## src/hdl/tsif_pkg.sv

```systemverilog
`timescale 1ns / 1ps
// ----------------------------------------------------------------------------
// tsif_pkg
// Shared types and constants of the tournament score imbalance filter.
// ----------------------------------------------------------------------------
package tsif_pkg;

	localparam int MAX_VERTICES_DEF = 16;

	localparam int CFG_IDX_W  = 2;
	localparam int CFG_DATA_W = 5;
	localparam int VC_W       = 5;
	localparam int IMB_W      = 8;
	localparam int CNT_W      = 40;
	localparam int IN_W       = 8;
	localparam int OUT_W      = 96;

	localparam logic [CFG_IDX_W-1:0] CFG_VERTEX_COUNT = 2'd0;
	localparam logic [CFG_IDX_W-1:0] CFG_ONLY_REGULAR = 2'd1;

	localparam logic [VC_W-1:0] VC_RESET = 5'd13;

	typedef enum logic [2:0] {
		ST_LOAD,
		ST_DRAIN,
		ST_SUM,
		ST_TAIL,
		ST_DONE
	} state_t;

	typedef struct packed {
		logic take;
		logic sum_clr;
		logic sum_rd;
		logic finish;
	} cmd_t;

	typedef struct packed {
		logic idx_last;
		logic out_free;
	} sts_t;

endpackage

```

## src/hdl/tsif_ctrl.sv

```systemverilog
`timescale 1ns / 1ps
// ----------------------------------------------------------------------------
// tsif_ctrl
// Sequencer: arc loading, write drain, degree sweep and result hand-off.
// ----------------------------------------------------------------------------
module tsif_ctrl
	import tsif_pkg::*;
(
	input  logic clk,
	input  logic arst_n,
	input  logic in_valid,
	input  logic in_last,
	input  sts_t sts,
	output logic in_ready,
	output cmd_t cmd
);

	state_t state_q;
	state_t state_d;

	always_ff @(posedge clk or negedge arst_n) begin
		if (!arst_n) begin
			state_q <= ST_LOAD;
		end else begin
			state_q <= state_d;
		end
	end

	always_comb begin
		state_d  = state_q;
		in_ready = 1'b0;
		cmd      = '0;
		unique case (state_q)
			ST_LOAD: begin
				in_ready = 1'b1;
				cmd.take = in_valid;
				if (in_valid && in_last) begin
					state_d = ST_DRAIN;
				end
			end
			ST_DRAIN: begin
				cmd.sum_clr = 1'b1;
				state_d     = ST_SUM;
			end
			ST_SUM: begin
				cmd.sum_rd = 1'b1;
				if (sts.idx_last) begin
					state_d = ST_TAIL;
				end
			end
			ST_TAIL: begin
				state_d = ST_DONE;
			end
			ST_DONE: begin
				if (sts.out_free) begin
					cmd.finish = 1'b1;
					state_d    = ST_LOAD;
				end
			end
			default: begin
				state_d = ST_LOAD;
			end
		endcase
	end

endmodule

```

## src/hdl/tsif_dpath.sv

```systemverilog
`timescale 1ns / 1ps
// ----------------------------------------------------------------------------
// tsif_dpath
// Configuration, arc position tracking, degree memory with increment
// pipeline, imbalance accumulator, host counters and output register.
// ----------------------------------------------------------------------------
module tsif_dpath
	import tsif_pkg::*;
#(
	parameter int MAX_VERTICES = MAX_VERTICES_DEF
) (
	input  logic                  clk,
	input  logic                  arst_n,
	input  logic                  cfg_we,
	input  logic [CFG_IDX_W-1:0]  cfg_idx,
	input  logic [CFG_DATA_W-1:0] cfg_wdata,
	input  logic                  arc_bit,
	input  cmd_t                  cmd,
	output sts_t                  sts,
	input  logic                  out_ready,
	output logic                  out_valid,
	output logic [IMB_W-1:0]      imbalance,
	output logic                  length_ok,
	output logic                  keep,
	output logic [CNT_W-1:0]      hosts_seen,
	output logic [CNT_W-1:0]      regular_seen
);

	localparam int NW      = $clog2(MAX_VERTICES + 2);
	localparam int XW      = (NW > VC_W) ? NW : VC_W;
	localparam int AW      = $clog2(MAX_VERTICES);
	localparam int DW      = $clog2(MAX_VERTICES);
	localparam int TW      = DW + 1;
	localparam int MAXNEED = MAX_VERTICES * (MAX_VERTICES - 1) / 2;
	localparam int QW      = $clog2(MAXNEED + 1);
	localparam int BW      = QW + 1;
	localparam int SW      = $clog2(MAX_VERTICES * (MAX_VERTICES - 1) + 1);

	localparam logic [XW-1:0]    X_TWO   = XW'(2);
	localparam logic [XW-1:0]    X_MAX   = XW'(MAX_VERTICES);
	localparam logic [BW-1:0]    BIT_SAT = '1;
	localparam logic [CNT_W-1:0] CNT_SAT = '1;
	localparam logic [SW-1:0]    IMB_SAT = SW'(255);

	// configuration
	logic [VC_W-1:0] vc_q;
	logic            only_reg_q;

	always_ff @(posedge clk or negedge arst_n) begin
		if (!arst_n) begin
			vc_q       <= VC_RESET;
			only_reg_q <= 1'b0;
		end else if (cfg_we) begin
			if (cfg_idx == CFG_VERTEX_COUNT) begin
				vc_q <= cfg_wdata[VC_W-1:0];
			end
			if (cfg_idx == CFG_ONLY_REGULAR) begin
				only_reg_q <= cfg_wdata[0];
			end
		end
	end

	logic [XW-1:0]   vc_x;
	logic [NW-1:0]   n_eff;
	logic [NW-1:0]   n_m1;
	logic [2*NW-1:0] pairs2;
	logic [QW-1:0]   need;

	assign vc_x = XW'(vc_q);

	always_comb begin
		priority if (vc_x < X_TWO) begin
			n_eff = NW'(2);
		end else if (vc_x > X_MAX) begin
			n_eff = NW'(MAX_VERTICES);
		end else begin
			n_eff = vc_x[NW-1:0];
		end
	end

	assign n_m1   = n_eff - NW'(1);
	assign pairs2 = (2*NW)'(n_eff) * (2*NW)'(n_m1);
	assign need   = QW'(pairs2 >> 1);

	// arc position and bit count
	logic [NW-1:0] row_q;
	logic [NW-1:0] col_q;
	logic [BW-1:0] bit_q;
	logic          inc_en;
	logic [AW-1:0] vtx;
	logic [NW-1:0] col_inc;

	assign inc_en  = cmd.take && (bit_q < BW'(need)) && (row_q < n_eff) && (col_q < n_eff);
	assign vtx     = arc_bit ? row_q[AW-1:0] : col_q[AW-1:0];
	assign col_inc = col_q + NW'(1);

	always_ff @(posedge clk or negedge arst_n) begin
		if (!arst_n) begin
			row_q <= '0;
			col_q <= NW'(1);
			bit_q <= '0;
		end else if (cmd.finish) begin
			row_q <= '0;
			col_q <= NW'(1);
			bit_q <= '0;
		end else if (cmd.take) begin
			if (inc_en) begin
				if (col_inc >= n_eff) begin
					row_q <= row_q + NW'(1);
					col_q <= row_q + NW'(2);
				end else begin
					col_q <= col_inc;
				end
			end
			if (bit_q != BIT_SAT) begin
				bit_q <= bit_q + BW'(1);
			end
		end
	end

	// degree memory, one read and one write port
	logic [DW-1:0] deg_mem [MAX_VERTICES];
	logic [DW-1:0] rdata_q;
	logic [AW-1:0] raddr;
	logic [MAX_VERTICES-1:0] vld_q;

	logic          inc_s1;
	logic [AW-1:0] addr_s1;
	logic          inc_s2;
	logic [AW-1:0] addr_s2;
	logic [DW-1:0] wdata_s2;
	logic [DW-1:0] deg_cur;
	logic [DW-1:0] wdata;

	logic [AW-1:0] idx_q;

	assign raddr = cmd.sum_rd ? idx_q : vtx;

	always_comb begin
		priority if (inc_s2 && (addr_s2 == addr_s1)) begin
			deg_cur = wdata_s2;
		end else if (vld_q[addr_s1]) begin
			deg_cur = rdata_q;
		end else begin
			deg_cur = '0;
		end
	end

	assign wdata = deg_cur + DW'(1);

	always_ff @(posedge clk) begin
		if (inc_s1) begin
			deg_mem[addr_s1] <= wdata;
		end
		rdata_q <= deg_mem[raddr];
	end

	always_ff @(posedge clk) begin
		addr_s1  <= vtx;
		addr_s2  <= addr_s1;
		wdata_s2 <= wdata;
	end

	always_ff @(posedge clk or negedge arst_n) begin
		if (!arst_n) begin
			inc_s1 <= 1'b0;
			inc_s2 <= 1'b0;
			vld_q  <= '0;
		end else begin
			inc_s1 <= inc_en;
			inc_s2 <= inc_s1;
			if (cmd.finish) begin
				vld_q <= '0;
			end else if (inc_s1) begin
				vld_q[addr_s1] <= 1'b1;
			end
		end
	end

	// imbalance sweep
	logic          sum_s1;
	logic          svld_s1;
	logic [SW-1:0] acc_q;
	logic [DW-1:0] deg_rd;
	logic [TW-1:0] twice;
	logic [TW-1:0] mid;
	logic [TW-1:0] term;

	assign deg_rd = svld_s1 ? rdata_q : '0;
	assign twice  = {deg_rd, 1'b0};
	assign mid    = TW'(n_m1);
	assign term   = (twice >= mid) ? (twice - mid) : (mid - twice);

	assign sts.idx_last = (NW'(idx_q) == n_m1);

	always_ff @(posedge clk or negedge arst_n) begin
		if (!arst_n) begin
			idx_q   <= '0;
			sum_s1  <= 1'b0;
			svld_s1 <= 1'b0;
			acc_q   <= '0;
		end else begin
			sum_s1  <= cmd.sum_rd;
			svld_s1 <= vld_q[idx_q];
			if (cmd.sum_clr) begin
				idx_q <= '0;
				acc_q <= '0;
			end else begin
				if (cmd.sum_rd) begin
					idx_q <= idx_q + AW'(1);
				end
				if (sum_s1) begin
					acc_q <= acc_q + SW'(term);
				end
			end
		end
	end

	// result
	logic             ok;
	logic             zero_imb;
	logic [CNT_W-1:0] host_q;
	logic [CNT_W-1:0] reg_q;
	logic [CNT_W-1:0] host_nx;
	logic [CNT_W-1:0] reg_nx;
	logic [IMB_W-1:0] imb_sat;
	logic             out_valid_q;
	logic [IMB_W-1:0] imb_q;
	logic             ok_q;
	logic             keep_q;

	assign ok       = (bit_q == BW'(need));
	assign zero_imb = (acc_q == '0);
	assign imb_sat  = (acc_q > IMB_SAT) ? IMB_W'(255) : IMB_W'(acc_q);
	assign host_nx  = (ok && host_q != CNT_SAT) ? host_q + CNT_W'(1) : host_q;
	assign reg_nx   = (ok && zero_imb && reg_q != CNT_SAT) ? reg_q + CNT_W'(1) : reg_q;

	assign sts.out_free = !out_valid_q || out_ready;

	always_ff @(posedge clk or negedge arst_n) begin
		if (!arst_n) begin
			host_q      <= '0;
			reg_q       <= '0;
			out_valid_q <= 1'b0;
		end else begin
			if (cmd.finish) begin
				host_q      <= host_nx;
				reg_q       <= reg_nx;
				out_valid_q <= 1'b1;
			end else if (out_ready) begin
				out_valid_q <= 1'b0;
			end
		end
	end

	always_ff @(posedge clk) begin
		if (cmd.finish) begin
			imb_q  <= ok ? imb_sat : '0;
			ok_q   <= ok;
			keep_q <= ok && (zero_imb == only_reg_q);
		end
	end

	assign out_valid    = out_valid_q;
	assign imbalance    = imb_q;
	assign length_ok    = ok_q;
	assign keep         = keep_q;
	assign hosts_seen   = host_q;
	assign regular_seen = reg_q;

endmodule

```

## src/hdl/tournament_score_imbalance_filter_unit.sv

```systemverilog
`timescale 1ns / 1ps
// ----------------------------------------------------------------------------
// tournament_score_imbalance_filter_unit
// Score imbalance of a tournament streamed as upper-triangle arc bits.
// ----------------------------------------------------------------------------
// Usage:
//   s_* carries one arc request per beat: s_tdata[0] is the arc bit of pair
//   (i,j) in row order, s_tlast marks the last bit of a line. Bits without
//   s_tlast give no result. One result request on m_* follows every line end.
//   cfg_* writes vertex_count (index 0) and only_regular_mode (index 1);
//   cfg_ready is always high. Write only while the block is idle.
// Sequence:
//   Arc bits are taken one per cycle while s_tready is high. After a line
//   end s_tready stays low while the block drains the last degree write,
//   sweeps the degree memory through its single read port, adds the last
//   term and loads the output register, which raises m_tvalid.
// Reset and stalls:
//   arst_n clears counters, the line state and the output valid, and sets
//   the registers to n = 13, irregular hosts kept. A result held on m_*
//   does not block loading of the next line; if it is still held when the
//   next line's result is ready, the block waits with s_tready low.
// ----------------------------------------------------------------------------
module tournament_score_imbalance_filter_unit
	import tsif_pkg::*;
#(
	parameter int MAX_VERTICES = MAX_VERTICES_DEF
) (
	input  logic                  clk,
	input  logic                  arst_n,
	input  logic                  cfg_valid,
	output logic                  cfg_ready,
	input  logic [CFG_IDX_W-1:0]  cfg_index,
	input  logic [CFG_DATA_W-1:0] cfg_data,
	input  logic                  s_tvalid,
	output logic                  s_tready,
	input  logic [IN_W-1:0]       s_tdata,   // [0] arc_bit, rest zero
	input  logic                  s_tlast,   // line_end
	output logic                  m_tvalid,
	input  logic                  m_tready,
	output logic [OUT_W-1:0]      m_tdata    // imbalance, length_ok, keep,
	                                         // hosts_seen, regular_seen, zeros
);

	cmd_t             cmd;
	sts_t             sts;
	logic [IMB_W-1:0] imbalance;
	logic             length_ok;
	logic             keep;
	logic [CNT_W-1:0] hosts_seen;
	logic [CNT_W-1:0] regular_seen;

	assign cfg_ready = 1'b1;

	tsif_ctrl u_ctrl (
		.clk      (clk),
		.arst_n   (arst_n),
		.in_valid (s_tvalid),
		.in_last  (s_tlast),
		.sts      (sts),
		.in_ready (s_tready),
		.cmd      (cmd)
	);

	tsif_dpath #(
		.MAX_VERTICES (MAX_VERTICES)
	) u_dpath (
		.clk          (clk),
		.arst_n       (arst_n),
		.cfg_we       (cfg_valid && cfg_ready),
		.cfg_idx      (cfg_index),
		.cfg_wdata    (cfg_data),
		.arc_bit      (s_tdata[0]),
		.cmd          (cmd),
		.sts          (sts),
		.out_ready    (m_tready),
		.out_valid    (m_tvalid),
		.imbalance    (imbalance),
		.length_ok    (length_ok),
		.keep         (keep),
		.hosts_seen   (hosts_seen),
		.regular_seen (regular_seen)
	);

	assign m_tdata = OUT_W'({regular_seen, hosts_seen, keep, length_ok, imbalance});

endmodule

```

## config.mk

```make
export PLATFORM = sky130hd
export DESIGN_NAME = tournament_score_imbalance_filter_unit
export DESIGN_NICKNAME = d
export VERILOG_FILES = /design/src/hdl/tsif_pkg.sv /design/src/hdl/tsif_ctrl.sv /design/src/hdl/tsif_dpath.sv /design/src/hdl/tournament_score_imbalance_filter_unit.sv
export SDC_FILE = /design/constraint.sdc
export NUM_CORES = 1
export LEC_CHECK = 0
export BUFFER_PORTS_ARGS = -buffer_cell sky130_fd_sc_hd__buf_2
export CORE_ASPECT_RATIO = 1.5
export CORE_UTILIZATION = 50
export CTS_CLUSTER_SIZE = 8
export DETAILED_ROUTE_END_ITERATION = 6
export HOLD_SLACK_MARGIN = 0.02
export PLACE_DENSITY_LB_ADDON = 0.15
export SLEW_MARGIN = 20
export SYNTH_ARGS = -nofsm -noshare
export SYNTH_HDL_FRONTEND = slang
export SYNTH_SLANG_ARGS = --single-unit
```

## constraint.sdc

```tcl
create_clock -name clk -period 6.9 [get_ports clk]
set_clock_uncertainty 0.2 [all_clocks]
set_input_delay 0.345 -clock clk [delete_from_list [all_inputs] [get_ports clk]]
set_output_delay 0.345 -clock clk [all_outputs]
set_load 0.03 [all_outputs]
```

# == Yosys cells after proc, flatten, opt, wreduce, memory -nomap -nowiden ==
# Memories as Yosys holds them, arrays and structs flattened. A register that Yosys moved wholly into a read port is not among the register bits.
# Cells that the tools add are included.
# classes
addsub,12
mul,1
n_lt_le_gt_ge,11
eq_ne,15
n_mux,46
bitwise_logic,1
n_reduce_logical,31
# op_table
cell,count
$add A40 B1 Y40 const B,2
$ne A40 B40 Y1 const B,2
$mux W5,11
$mux W8,6
$mux W16,2
$mux W4,7
$or A16 B16 Y16,1
$reduce_bool A2 Y1,8
$pmux W3 S5,1
$mux W1,13
$reduce_and A2 Y1,6
$add A5 B1 Y5 const B,2
$ge A5 B5 Y1,2
$logic_and A1 B1 Y1,10
$lt A4 B5 Y1 const B,2
$lt A5 B5 Y1,2
$sub A5 B5 Y5,2
$mux W3,3
$add A4 B1 Y4 const B,2
$add A8 B1 Y8 const B,1
$add A8 B5 Y8,1
$bmux W1 S4,2
$eq A8 B7 Y1,1
$gt A8 B8 Y1 const B,1
24 further kinds,27
# word_totals
ff_bits,162
ram_bits,64
in_bits,21
output_inout_bits,99
word_cells,140
n_memories,1
# mem_list
memory,depth,width,read_ports,rd_clocked_by_memory_dff,write_ports,line_no,text
u_dpath.deg_mem,16,4,1,1,1,tsif_dpath.sv:122,logic [DW-1:0] deg_mem [MAX_VERTICES];

# == Depth between registers and ports, before layout ==
# logic_depth
depth_word,12
mapped_depth,24

# == Cells and area by module ==
# Synthesis repeated with hierarchy kept, for this count alone.
# hier_totals
cells_unflattened,1046
area_unflattened_um2,12059.1
# modules_own_cells
module,n_inst,cells_per_inst,area_each_um2
tsif_dpath,1,1017,11798.8
tsif_ctrl,1,18,185.2
tournament_score_imbalance_filter_unit,1,11,75.1

# == Worst setup path before layout ==
# Ideal clock, no wire load.
# synth_timing
path_type,reg2reg
from,reg u_dpath.vc_q[3]
to,"reg u_dpath.reg_q[35], in the netlist u_dpath.regular_seen[35]"
setup_time_ns,0.081
arrival_time_ns,5.956
slack_ns,0.663
path_stages_with_launch,23
period_less_slack_ns,6.237
cell_sequence,dfstp_2 -> nor2_1 -> o21ai_0 -> ha_1 -> and3_1 -> a21o_1 -> nand2_1 -> fa_1 -> fa_1 -> inv_1 -> fa_1 -> ha_1 -> a21oi_1 -> o21bai_1 -> a21oi_1 -> xnor2_1 -> ha_1 -> nand4b_1 -> or4_4 -> nor4_4 -> nand4b_4 -> nor3_2 -> xor2_1
# synth_between
elab_chain_cells,9
word_cells_on_any_way,10
# synth_rtl
element,line_no,text
from (decl),tsif_dpath.sv:46,logic [VC_W-1:0] vc_q;
from (signal assigned),tsif_dpath.sv:55,vc_q <= cfg_wdata[VC_W-1:0];
$gt A5 B5 Y1,tsif_dpath.sv:74,end else if (vc_x > X_MAX) begin
$mux W5,tsif_dpath.sv:74,
$mux W5 *,tsif_dpath.sv:72,priority if (vc_x < X_TWO) begin
$sub A5 B1 Y5,tsif_dpath.sv:81,assign n_m1 = n_eff - NW'(1);
$mul A5 B5 Y8 *,tsif_dpath.sv:82,assign pairs2 = (2*NW)'(n_eff) * (2*NW)'(n_m1);
$eq A8 B7 Y1 *,tsif_dpath.sv:232,assign ok = (bit_q == BW'(need));
$logic_and A1 B1 Y1 * (2 in a row),tsif_dpath.sv:236,assign reg_nx = (ok && zero_imb && reg_q != CNT_SAT) ? reg_q + CNT_W'(1) : reg_q;
$reduce_and A2 Y1 (no line) *,n/a,
to (signal assigned),tsif_dpath.sv:248,reg_q <= reg_nx;
to (decl),tsif_dpath.sv:223,logic [CNT_W-1:0] reg_q;
# Mark *: on every way between the ends. The rest lies on a longest branch, timed or not.
# A chain may end at the register's enable or synchronous reset.

# == Worst setup path in the final report ==
# layout_timing
from,reg u_dpath.vc_q[1]
to,"reg u_dpath.reg_q[32], in the netlist u_dpath.regular_seen[32]"
# Same word-level chain as after synthesis.

==> flow_summary.json <==
{
  "viasPerCell": 5.50,
  "cp-end-kind": "flip-flop",
  "synth-main-ff-cell": "dfrtp_1",
  "slew-limit-headroom": 0.417,
  "p_int_uw": 3580,
  "yosysTopAreaCell": "dfrtp_1",
  "drt-total-wl_um": 26500,
  "mostFrequentLayoutCells": "136 x dfrtp_1, 114 x nand2_1, 104 x nor2_1, 104 x buf_2, 75 x xnor2_1",
  "status": "finished, final reports clean",
  "fin_crit_ns": 6.49,
  "cap_viol_max_count": 0,
  "cts_buffers": 34,
  "area_delta_synth_final_pct": 16.4,
  "required_ns": 7.12,
  "port-buffer-count": 105,
  "grt_overflow": 0,
  "cp.arrival_ns": 6.71,
  "clk_path_buf_depth": 3,
  "tritoncts": "done",
  "synth_cells": 1084,
  "synth_edf_count": 74,
  "core.rowCount": 68,
  "dr.pass1.iters": 5,
  "comb_power_share": 0.382,
  "grt_util_all_layers": 0.224,
  "ant_nets": 0,
  "wl_per_cell_um": 17.0,
  "ys_types": 65,
  "n_fill_cell": 1972,
  "final_layout_size_suffix_gt1_frac": 0.165,
  "ios": 120,
  "dp_hpwl_um": 18900,
  "pwr-share-seq": 0.352,
  "path_class": "reg -> reg",
  "power_density_nw_per_um2": 407,
  "route.detailed.drc": 0,
  "max_freq_mhz": 154,
  "cp_max_fo": 10,
  "die_h_um": 191,
  "clkPwrFrac": 0.265,
  "drt_iter0_markers": 334,
  "grt_pass1_wl_um": 43400,
  "mostFrequentLayoutCell": "dfrtp_1",
  "clk_latency_ns": 0.50,
  "p_leak_uw": 0.00638,
  "core_area_sq_um": 23200,
  "synth-seq-cells": 230,
  "final_cells": 1561,
  "vias": 8581,
  "synth_top_area_frac": 0.285,
  "rsz0062_at_grt": "false",
  "switching_share": 0.369,
  "start_util": 0.514,
  "grt_pass1_vias": 8410,
  "fin_crit_sh": 0.941,
  "synth_seq_area_share": 0.506,
  "die_w_um": 128,
  "hold_viol_final": 0,
  "setup_tns_ns": 0,
  "diodes": 0,
  "power.switching_uw": 2090,
  "cts.sinks": 230,
  "routabilityCongestion": 0.831,
  "dp.cells": 1493,
  "die_area_sq_um": 24500,
  "synth.area.top_cells": "dfrtp_1 28%, edfxtp_1 19%, ha_1 6.1%",
  "hold_path.class": "in -> reg",
  "hold-worst-slack_ns": 0.0385,
  "regArea_sq_um": 6050,
  "drv_slew": 0,
  "nets": 1313,
  "yosys_warnings": 0,
  "startpoint_type": "flip-flop",
  "worst_pin_slew_ns": 0.867,
  "clk_pin_slew_ns": 0.06,
  "cts-root-buf": "clkbuf_16",
  "multi_input_area_sq_um": 5580,
  "finalSetupViolCount": 0,
  "netlist_area_sq_um": 12000,
  "grt_max_degree": 84,
  "htreeDepth": 2,
  "irDropWorstVdd_uv": 234,
  "syn_area_per_cell_sq_um": 11.0,
  "ys_async_sr_fraction": 0.609,
  "antenna_found_initial": 0
}
==> logic make-up after synthesis <==
family,synth area share
fa+ha+maj,0.0792
mux,0.0519
flops,0.506
compound gates,0.0598
other cells,0.000628
simple gates,0.189
buf+inv,0.0292
xor+xnor,0.0843
==> flip-flops by register name (all words and copies together) (netlist names), 3 cells and up <==
| signal | cells |
|---|---|
| u_ctrl.state_q | 3 |
| u_dpath.acc_q | 8 |
| u_dpath.addr_s1 | 4 |
| u_dpath.addr_s2 | 4 |
| u_dpath.bit_q | 8 |
| u_dpath.col_q | 5 |
| u_dpath.deg_mem | 64 |
| u_dpath.hosts_seen | 40 |
| u_dpath.idx_q | 4 |
| u_dpath.imbalance | 8 |
| u_dpath.rdata_q | 4 |
| u_dpath.regular_seen | 40 |
| u_dpath.row_q | 5 |
| u_dpath.vc_q | 5 |
| u_dpath.vld_q | 16 |
| u_dpath.wdata_s2 | 4 |
==> what timing repair did <==
action | in CTS | in global routing
hold buffers | 8 | 0
hold endpoints to repair | 92 | 0
gates resized for setup | 0 | 0
setup buffers | 0 | 1
setup endpoints to repair | 0 | 16
==> cell usage after synthesis, types with 6 or more instances <==
cell and count:
nand3b_1 6, a32oi_1 14, clkbuf_1 13, mux4_2 9, inv_1 47, nand4_1 36
mux2_2 14, a21oi_1 21, buf_2 6, nor4_1 7, and2_1 10, ha_1 58
o211ai_1 7, and4_1 15, xor2_1 40, nor2_1 104, edfxtp_1 74, xnor2_1 75
o21ai_0 21, a21o_1 9, nor2b_1 13, nand2b_1 11, dfxtp_1 16, and3_1 28
nand3_1 45, dfrtp_1 136, nor3_1 20, fa_1 11, nand2_1 114, buf_4 11
mux2i_1 26
==> per-layer routing <==
| metal | vias up | wire (um) | track usage |
|---|---|---|---|
| met5 | - | 0 | 0 |
| met4 | 0 | 971 | 0.0968 |
| met3 | 63 | 895 | 0.0305 |
| met2 | 179 | 14100 | 0.399 |
| met1 | 4211 | 10500 | 0.268 |
| li1 | 4128 | - | - |
==> through the flow <==
stage	setup slack (ns)	instance area, sq um	total power [uW]	util
after floorplan	0.663	12000	3560	-
after global placement	0.432	12800	4120	0.553
after detailed placement	0.339	12800	4190	0.553
after CTS	0.320	13900	5720	0.598
after global routing	0.00320	13900	6070	0.599
final	0.409	13900	5670	0.599
==> final timing paths <==
| path | slack [ns] | startpoint | cells after the start | end |
|---|---|---|---|---|
| max in group asynchronous | 4.92 | arst_n | 3 | u_dpath.vld_q[5] |
| max | 0.41 | u_dpath.vc_q[1] | 23 | u_dpath.regular_seen[32] |
| min | 0.04 | cfg_index[0] | 3 | u_dpath.vc_q[4] |
| min in group asynchronous | 0.26 | arst_n | 2 | u_dpath.regular_seen[24] |
| max reg2reg | 0.41 | u_dpath.vc_q[1] | 23 | u_dpath.regular_seen[32] |
| min reg2reg | 0.28 | u_dpath.regular_seen[38] | 1 | u_dpath.regular_seen[38] |
==> power by group through the flow <==
stage / combinational, uW / sequential, uW / clock, uW
after floorplan: 1650 / 1910 / 0
after global placement: 2110 / 2010 / 0
after detailed placement: 2170 / 2020 / 0
after CTS: 2190 / 1990 / 1530
after global routing: 2450 / 2030 / 1590
final: 2170 / 2000 / 1500
==> cell type report <==
class,count,area share
clock buffer,58,0.0684
clock inverter,1,0.00117
inverter,48,0.0130
multi-input combinational,780,0.401
sequential,230,0.435
tap,315,0.0283
timing repair buffer,129,0.0526
==> critical path, stage by stage, from the launching register on <==
cell      delay, ns
dfrtp_1        0.43
or3_1          0.44
nand2_1        0.11
ha_1           0.16
and3_1         0.22
a21o_1         0.15
nand2_1        0.09
fa_1           0.51
fa_1           0.54
inv_1          0.05
fa_1           0.48
ha_1           0.35
a21oi_1        0.24
o21bai_1       0.09
a21oi_1        0.18
xnor2_1        0.10
ha_1           0.33
nand4b_1       0.21
nor4_4         0.29
buf_4          0.20
nand3_1        0.10
or3_1          0.54
nor3_2         0.24
xor2_1         0.16
(Power assumes the default switching activity.)
